$ cat src/sv/pnb_pkg.sv
// Shared types for the peak normalisation block: controller states, commands and status.
`default_nettype none

package pnb_pkg;

  // Controller states, one-hot
  typedef enum logic [4:0] {
    S_COLLECT = 5'b00001,
    S_READ    = 5'b00010,
    S_LOAD    = 5'b00100,
    S_DIV     = 5'b01000,
    S_OUT     = 5'b10000
  } state_t;

  // Commands from controller to datapath
  typedef struct packed {
    logic accept;   // take the input request, into the buffer if there is room
    logic rd_en;    // read the buffer entry at the result index
    logic load;     // load the divider from the read data
    logic step;     // run one restoring division step
    logic advance;  // result taken: move to the next entry or close the block
  } cmd_t;

  // Status from datapath to controller
  typedef struct packed {
    logic div_last;   // the current step is the last of the division
    logic last_item;  // the result index points at the last buffered sample
  } stat_t;

endpackage

`default_nettype wire

$ cat src/sv/pnb_ram.sv
// Generic single-write, single-read RAM with registered read data.
`default_nettype none

module pnb_ram #(
  parameter int WIDTH = 16,
  parameter int DEPTH = 64
) (
  input  wire logic                     clk,
  input  wire logic                     wr_en,
  input  wire logic [$clog2(DEPTH)-1:0] wr_addr,
  input  wire logic [WIDTH-1:0]         wr_data,
  input  wire logic                     rd_en,
  input  wire logic [$clog2(DEPTH)-1:0] rd_addr,
  output logic      [WIDTH-1:0]         rd_data
);

  logic [WIDTH-1:0] mem [DEPTH];

  // Write port
  always_ff @(posedge clk) begin
    if (wr_en) begin
      mem[wr_addr] <= wr_data;
    end
  end

  // Registered read port
  always_ff @(posedge clk) begin
    if (rd_en) begin
      rd_data <= mem[rd_addr];
    end
  end

endmodule

`default_nettype wire

$ cat src/sv/pnb_ctrl.sv
// Controller state machine for the peak normalisation block.
`default_nettype none

module pnb_ctrl (
  input  wire logic           clk,
  input  wire logic           rst_n,
  input  wire logic           in_valid,
  input  wire logic           in_final_sample,
  input  wire logic           out_ready,
  input  wire pnb_pkg::stat_t stat,
  output logic                in_ready,
  output logic                out_valid,
  output pnb_pkg::cmd_t       cmd
);

  pnb_pkg::state_t state_r, state_nxt;

  // Next state and commands
  always_comb begin
    state_nxt   = state_r;
    cmd         = '0;
    in_ready    = 1'b0;
    out_valid   = 1'b0;
    case (state_r)
      pnb_pkg::S_COLLECT: begin
        in_ready   = 1'b1;
        cmd.accept = in_valid;
        if (in_valid && in_final_sample) begin
          state_nxt = pnb_pkg::S_READ;
        end
      end
      pnb_pkg::S_READ: begin
        cmd.rd_en = 1'b1;
        state_nxt = pnb_pkg::S_LOAD;
      end
      pnb_pkg::S_LOAD: begin
        cmd.load  = 1'b1;
        state_nxt = pnb_pkg::S_DIV;
      end
      pnb_pkg::S_DIV: begin
        cmd.step = 1'b1;
        if (stat.div_last) begin
          state_nxt = pnb_pkg::S_OUT;
        end
      end
      pnb_pkg::S_OUT: begin
        out_valid   = 1'b1;
        cmd.advance = out_ready;
        if (out_ready) begin
          state_nxt = stat.last_item ? pnb_pkg::S_COLLECT : pnb_pkg::S_READ;
        end
      end
      default: begin
        state_nxt = pnb_pkg::S_COLLECT;
      end
    endcase
  end

  // Hold state
  always_ff @(posedge clk) begin
    if (!rst_n) begin
      state_r <= pnb_pkg::S_COLLECT;
    end else begin
      state_r <= state_nxt;
    end
  end

  // The two channels never open at once
  a_no_overlap: assert property (@(posedge clk) disable iff (!rst_n)
    !(in_ready && out_valid))
    else $error("input and result channels open together");

  // A buffer read is always followed by a divider load
  a_read_load: assert property (@(posedge clk) disable iff (!rst_n)
    cmd.rd_en |=> cmd.load)
    else $error("buffer read not followed by divider load");

  // A final request always starts the read-out
  a_final_starts: assert property (@(posedge clk) disable iff (!rst_n)
    (cmd.accept && in_final_sample) |=> cmd.rd_en)
    else $error("final request did not start read-out");

endmodule

`default_nettype wire

$ cat src/sv/pnb_dp.sv
// Datapath: sample buffer, peak tracking, restoring divider and result fields.
`default_nettype none

module pnb_dp #(
  parameter int MAX_SAMPLES = 64,
  parameter int SAMPLE_BITS = 16
) (
  input  wire logic                   clk,
  input  wire logic                   rst_n,
  input  wire pnb_pkg::cmd_t          cmd,
  input  wire logic [SAMPLE_BITS-1:0] in_sample,
  output pnb_pkg::stat_t              stat,
  output logic [SAMPLE_BITS:0]        out_scaled_value,
  output logic                        out_final_result,
  output logic                        out_truncated
);

  localparam int CW = $clog2(MAX_SAMPLES + 1);
  localparam int AW = $clog2(MAX_SAMPLES);
  localparam int SW = $clog2(SAMPLE_BITS + 1);

  logic [CW-1:0]          count_r, count_nxt;
  logic [SAMPLE_BITS-1:0] peak_r, peak_nxt;
  logic                   ovf_r, ovf_nxt;
  logic [AW-1:0]          idx_r, idx_nxt;
  logic [SW-1:0]          step_r, step_nxt;
  logic [SAMPLE_BITS:0]   rem_r, rem_nxt;
  logic [SAMPLE_BITS-1:0] quo_r, quo_nxt;
  logic                   neg_r, neg_nxt;

  logic                   room;
  logic                   wr_en;
  logic [SAMPLE_BITS-1:0] in_mag;
  logic [SAMPLE_BITS-1:0] rd_data;
  logic [SAMPLE_BITS-1:0] rd_mag;
  logic [SAMPLE_BITS:0]   peak_ext;
  logic                   ge;
  logic [SAMPLE_BITS:0]   part;
  logic [SAMPLE_BITS:0]   quo_ext;

  // Buffer for the raw samples of one block
  pnb_ram #(
    .WIDTH (SAMPLE_BITS),
    .DEPTH (MAX_SAMPLES)
  ) u_store (
    .clk     (clk),
    .wr_en   (wr_en),
    .wr_addr (count_r[AW-1:0]),
    .wr_data (in_sample),
    .rd_en   (cmd.rd_en),
    .rd_addr (idx_r),
    .rd_data (rd_data)
  );

  // Magnitudes of the incoming and read-back samples
  assign room   = count_r < CW'(MAX_SAMPLES);
  assign wr_en  = cmd.accept && room;
  assign in_mag = in_sample[SAMPLE_BITS-1] ? (~in_sample + 1'b1) : in_sample;
  assign rd_mag = rd_data[SAMPLE_BITS-1] ? (~rd_data + 1'b1) : rd_data;

  // One restoring division step
  assign peak_ext = {1'b0, peak_r};
  assign ge       = rem_r >= peak_ext;
  assign part     = ge ? (rem_r - peak_ext) : rem_r;

  assign stat.div_last  = step_r == SW'(1);
  assign stat.last_item = (CW'(idx_r) + CW'(1)) == count_r;

  // Update block and divider state
  always_comb begin
    count_nxt = count_r;
    peak_nxt  = peak_r;
    ovf_nxt   = ovf_r;
    idx_nxt   = idx_r;
    step_nxt  = step_r;
    rem_nxt   = rem_r;
    quo_nxt   = quo_r;
    neg_nxt   = neg_r;
    if (cmd.accept) begin
      if (room) begin
        count_nxt = count_r + CW'(1);
        if (in_mag > peak_r) begin
          peak_nxt = in_mag;
        end
      end else begin
        ovf_nxt = 1'b1;
      end
    end
    if (cmd.load) begin
      rem_nxt  = {1'b0, rd_mag};
      neg_nxt  = rd_data[SAMPLE_BITS-1];
      quo_nxt  = '0;
      step_nxt = SW'(SAMPLE_BITS);
    end
    if (cmd.step) begin
      rem_nxt  = {part[SAMPLE_BITS-1:0], 1'b0};
      quo_nxt  = {quo_r[SAMPLE_BITS-2:0], ge};
      step_nxt = step_r - SW'(1);
    end
    if (cmd.advance) begin
      if (stat.last_item) begin
        count_nxt = '0;
        peak_nxt  = '0;
        ovf_nxt   = 1'b0;
        idx_nxt   = '0;
      end else begin
        idx_nxt = idx_r + AW'(1);
      end
    end
  end

  // Hold control state
  always_ff @(posedge clk) begin
    if (!rst_n) begin
      count_r <= '0;
      peak_r  <= '0;
      ovf_r   <= 1'b0;
      idx_r   <= '0;
      step_r  <= '0;
    end else begin
      count_r <= count_nxt;
      peak_r  <= peak_nxt;
      ovf_r   <= ovf_nxt;
      idx_r   <= idx_nxt;
      step_r  <= step_nxt;
    end
  end

  // Hold divider payload
  always_ff @(posedge clk) begin
    rem_r <= rem_nxt;
    quo_r <= quo_nxt;
    neg_r <= neg_nxt;
  end

  // Apply sign; a zero peak means every sample is zero
  assign quo_ext          = {1'b0, quo_r};
  assign out_scaled_value = (peak_r == '0) ? '0 : (neg_r ? (~quo_ext + 1'b1) : quo_ext);
  assign out_final_result = stat.last_item;
  assign out_truncated    = ovf_r;

  // Buffer fill never exceeds its depth
  a_count_bound: assert property (@(posedge clk) disable iff (!rst_n)
    count_r <= CW'(MAX_SAMPLES))
    else $error("buffer fill beyond depth");

  // A loaded magnitude never exceeds the block peak
  a_mag_le_peak: assert property (@(posedge clk) disable iff (!rst_n)
    cmd.load |=> rem_r <= {1'b0, peak_r})
    else $error("sample magnitude above block peak");

  // Closing a block clears its state
  a_block_clear: assert property (@(posedge clk) disable iff (!rst_n)
    (cmd.advance && stat.last_item) |=> (count_r == '0 && peak_r == '0 && !ovf_r))
    else $error("block state not cleared");

endmodule

`default_nettype wire

$ cat src/sv/peak_normalise_block.sv
// Peak normalise block: buffers a block of samples and emits each divided by the block peak.
//
// Input channel (in_valid/in_ready): one signed Q1.F sample per request, in_final_sample
// set on the last one. While collecting, in_ready is high and each request is taken when
// offered; up to MAX_SAMPLES are buffered and further ones are dropped (out_truncated is
// then set on every result of that block). A final request always ends the block.
// Result channel (out_valid/out_ready): one Q2.F result per buffered sample, in arrival
// order, out_final_result on the last. No input is taken while a block is being read out.
// Each result is worked out by one buffer read, one divider load and SAMPLE_BITS
// restoring division steps, then waits in the output until taken; the next buffer read
// starts only once it is taken, so one result is worked on at a time. The radix-2
// divider produces one quotient bit a cycle.
// When the receiver stalls, the result and all state hold until it is taken.
// Reset clears the buffer fill, peak and drop flag and returns to collecting; buffer
// contents are not cleared and need no clearing pass.
`default_nettype none

module peak_normalise_block #(
  parameter int MAX_SAMPLES = 64,
  parameter int SAMPLE_BITS = 16
) (
  input  wire logic                   clk,
  input  wire logic                   rst_n,
  input  wire logic                   in_valid,
  output logic                        in_ready,
  input  wire logic [SAMPLE_BITS-1:0] in_sample,
  input  wire logic                   in_final_sample,
  output logic                        out_valid,
  input  wire logic                   out_ready,
  output logic [SAMPLE_BITS:0]        out_scaled_value,
  output logic                        out_final_result,
  output logic                        out_truncated
);

  pnb_pkg::cmd_t  cmd;
  pnb_pkg::stat_t stat;

  // Sequencing of collection and read-out
  pnb_ctrl u_ctrl (
    .clk             (clk),
    .rst_n           (rst_n),
    .in_valid        (in_valid),
    .in_final_sample (in_final_sample),
    .out_ready       (out_ready),
    .stat            (stat),
    .in_ready        (in_ready),
    .out_valid       (out_valid),
    .cmd             (cmd)
  );

  // Buffer, peak and divider
  pnb_dp #(
    .MAX_SAMPLES (MAX_SAMPLES),
    .SAMPLE_BITS (SAMPLE_BITS)
  ) u_dp (
    .clk              (clk),
    .rst_n            (rst_n),
    .cmd              (cmd),
    .in_sample        (in_sample),
    .stat             (stat),
    .out_scaled_value (out_scaled_value),
    .out_final_result (out_final_result),
    .out_truncated    (out_truncated)
  );

endmodule

`default_nettype wire

$ cat config.mk
export PLATFORM = sky130hd
export DESIGN_NAME = peak_normalise_block
export DESIGN_NICKNAME = d
export VERILOG_FILES = /design/src/sv/pnb_pkg.sv /design/src/sv/pnb_ram.sv /design/src/sv/pnb_ctrl.sv /design/src/sv/pnb_dp.sv /design/src/sv/peak_normalise_block.sv
export SDC_FILE = /design/constraint.sdc
export NUM_CORES = 1
export LEC_CHECK = 0
export BUFFER_PORTS_ARGS = -buffer_cell sky130_fd_sc_hd__buf_2
export CAP_MARGIN = 20
export CORE_MARGIN = 2
export CORE_UTILIZATION = 57
export DETAILED_ROUTE_END_ITERATION = 16
export PLACE_DENSITY_LB_ADDON = 0.12
export SYNTH_ARGS = -nofsm -noshare
export SYNTH_HDL_FRONTEND = slang
export SYNTH_SLANG_ARGS = --single-unit
$ cat constraint.sdc
create_clock -name clk -period 3.05 [get_ports clk]
set_input_delay 0.1525 -clock clk [delete_from_list [all_inputs] [get_ports clk]]
set_output_delay 0.1525 -clock clk [all_outputs]
set_load 0.05 [all_outputs]
==> results_dict.tcl <==
set metrics [dict create \
    syn_inst 2252 \
    synth_edf_count 1073 \
    die_w_um 285 \
    synth_nets 2313 \
    route.detailed.drc 0 \
    pwr-share-clk 0.398 \
    fin_ws_ns 0.116 \
    yosysWarnings 0 \
    htreeDepth 3 \
    worst_pin_slew_ns 0.847 \
    worstSetupPathType "flop to output pin" \
    wl_mm 108 \
    yosysSeqAreaShare 0.734 \
    dpl.cell_count 3394 \
    swShare 0.217 \
    ys_top_cells_by_count "edfxtp_1, mux4_2, nor2_1, nand2_1, clkbuf_1" \
    relSlewSlack 0.427 \
    grt_pass1_wl_mm 156 \
    crit_family "simple AND/OR/NAND/NOR gates" \
    clkTransAtPathRegs_ns 0.06 \
    finClkSkew_ns 0.0220 \
    cpMostUsedCell "or3_4" \
    avgSynthCellArea_um2 20.0 \
    synth_top_area_share 0.716 \
    hold_viol_final 0 \
    stdcell_area_mm2 0.0511 \
    syn_to_final_growth_pct 13.6 \
    synthFlopType "edfxtp_1" \
    detail_route.first_pass.iterations 6 \
    leakagePower_nw 15.8 \
    final_cells 3604 \
    hold_ws_ns 0.0557 \
    via_per_inst 6.38 \
    ys_async_sr_fraction 0 \
    path_max_fanout 4 \
    cp_num_buf_inv 2 \
    io_buffers 41 \
    netlist_top_cells_area "edfxtp_1, mux4_2, dfxtp_1" \
    hpwl_mm 64.9 \
    finalCritPeriodShare 0.962 \
    finalCriticalPeriod_ns 2.93 \
    grt.total_usage 0.268 \
    start_util 0.572 \
    boundaryPins 42 \
    grt_overflow_total 0 \
    max_freq_mhz 341 \
    yosysTopAreaCell "edfxtp_1" \
    dieArea_mm2 0.0812 \
    antennaDiodeCount 0 \
    critPathSlowestCell "edfxtp_1" \
    outcome "complete, no violations" \
    insertion_delay_ns 0.66 \
    combPwrFrac 0.061 \
    clock-root-buffer "clkbuf_16" \
    max_cap_violations 0 \
    p_int_mw 24.6 \
    max_stage_delay_ns 0.40 \
    ys_ff_latch 1114 \
    die_h_um 285 \
    clockBufferDepth 3 \
    hold_class "primary input to flop" \
    numCtsBuffers 107 \
    crit_required_ns 2.90 \
    grt_pass1_vias 23400 \
    ir_drop_mv 0.531 \
    p_seq_frac 0.542 \
    cp_data_arrival_time_ns 2.78 \
    row_count 103 \
    place_area_mm2 0.0476 \
    grt_max_degree 66 \
    drtIter0Drc 2571 \
    finalSetupViolations 0 \
    power_density_mw_per_mm2 614 \
    p_sw_mw 6.80 \
    startpoint_type "flop" \
    cts_tree "done" \
    slew_viol_final 0 \
    drive_above_1_share 0.280 \
    antenna_found_initial 3 \
    synth.distinct_cells 65 \
    clkSinkCount 1114 \
    cp_cell_sequence "inv_1, ha_1, nand2_1, or3_4, or3_4, o31ai_2, xor2_1, nor2_1, buf_6" \
    place_ws_ns -0.0917 \
    routabilityCongestion 0.855 \
    vias 23000 \
    end_kind "output pin" \
    wl_per_cell_um 29.9 \
    core_area_mm2 0.0786 \
    synthesis.area_mm2 0.0450 \
    nNetsFinal 2531 \
    synthMostInstantiatedCell "edfxtp_1" \
    ant_nets 0 \
]
layer usage:
| metal | up-vias | track usage | routed length [µm] |
|---|---|---|---|
| met5 | - | 0 | 13 |
| met2 | 987 | 0.423 | 51800 |
| met1 | 12100 | 0.379 | 43100 |
| met3 | 185 | 0.0573 | 9120 |
| met4 | 2 | 0.0908 | 3660 |
| li1 | 9713 | - | - |
layout by cell type, fill, tap and decap left out, types with 25 or more instances in the layout:
cell       count
nand3_1       29
ha_1          38
clkbuf_16    112
edfxtp_1    1073
inv_1         31
clkbuf_1      33
mux4_2       304
dfxtp_1       37
a21oi_1       38
nand2_1       68
xnor2_1       38
buf_2         38
buf_4        142
o22ai_1       25
nor2_1       140
xor2_1        29
mux2_2        32
final cells by class:
cell class              count  area [µm²]
well taps                1050        1310
fillers                  5304       27500
clock inverters            51         428
repair buffers            222        2010
flip-flops and latches   1114       33100
clock buffers             142        2850
multi-input cells         988       11300
inverters                  37         148
path summary, 6_finish.rpt:
| check | startpoint | end | slack [ns] | cells after the start |
|---|---|---|---|---|
| worst min register to register | u_dp.out_truncated | u_dp.out_truncated | 0.48 | 2 |
| worst max register to register | u_dp.idx_r[0] | u_dp.u_store.rd_data[15] | 0.21 | 7 |
| worst min-delay path | in_sample[0] | u_dp.u_store.mem[48][0] | 0.06 | 2 |
| worst max-delay path | u_dp.quo_r[1] | out_scaled_value[12] | 0.12 | 9 |
power by group through the flow:
stage	Sequential (mW)	Combinational, mW	Clock [mW]
detailed placement	17.3	1.85	0
CTS	17.0	1.89	12.7
global placement	17.3	1.82	0
floorplan	17.3	1.06	0
global route	17.0	2.04	13.2
finish	17.0	1.90	12.5
worst register-to-register path: stages (launching register included):
cell and delay (ns):
dfxtp_4 0.39, buf_4 0.14, buf_12 0.24, buf_4 0.27, mux4_2 0.52, mux4_2 0.53
o22ai_1 0.45, a31oi_1 0.07
logic make-up (layout without fill, tap and decap cells):
| kind of cell | after synthesis | count (layout) | share of synthesized area |
|---|---|---|---|
| AOI/OAI and AO/OA | 195 | 195 | 0.0283 |
| xor gates and xnor gates | 67 | 67 | 0.0130 |
| adders and majority gates | 40 | 40 | 0.0113 |
| buffers and inverters | 150 | 452 | 0.0148 |
| DFF | 1114 | 1114 | 0.734 |
| muxes | 346 | 346 | 0.162 |
| and+or+nand+nor | 340 | 340 | 0.0358 |
registers in the layout, summed over array words and instances, names as in the netlist, 6 cells and up:
name                  flops
u_dp.rem_r               17
u_dp.idx_r                6
u_dp.u_store.mem       1024
u_dp.u_store.rd_data     16
u_dp.peak_r              16
u_dp.count_r              7
u_dp.quo_r               16
metrics by stage:
stage	utilization	setup TNS, ns	power [mW]
final	0.650	0	31.4
after global routing	0.650	-0.00225	32.3
after CTS	0.648	0	31.6
after detailed placement	0.605	-1.08	19.2
after global placement	0.605	-0.864	19.1
after floorplan	-	0	18.3
timing repair:
action                                  4_1_cts  5_1_grt
pin swaps                                     1        0
hold endpoints to repair                     35        0
cloned                                        0        3
setup buffers                                 1        4
gates resized for setup                       9       13
hold buffers                                 10        0
endpoints found under the setup margin        3       18
Note: power is estimated with default switching activity, not from simulation.
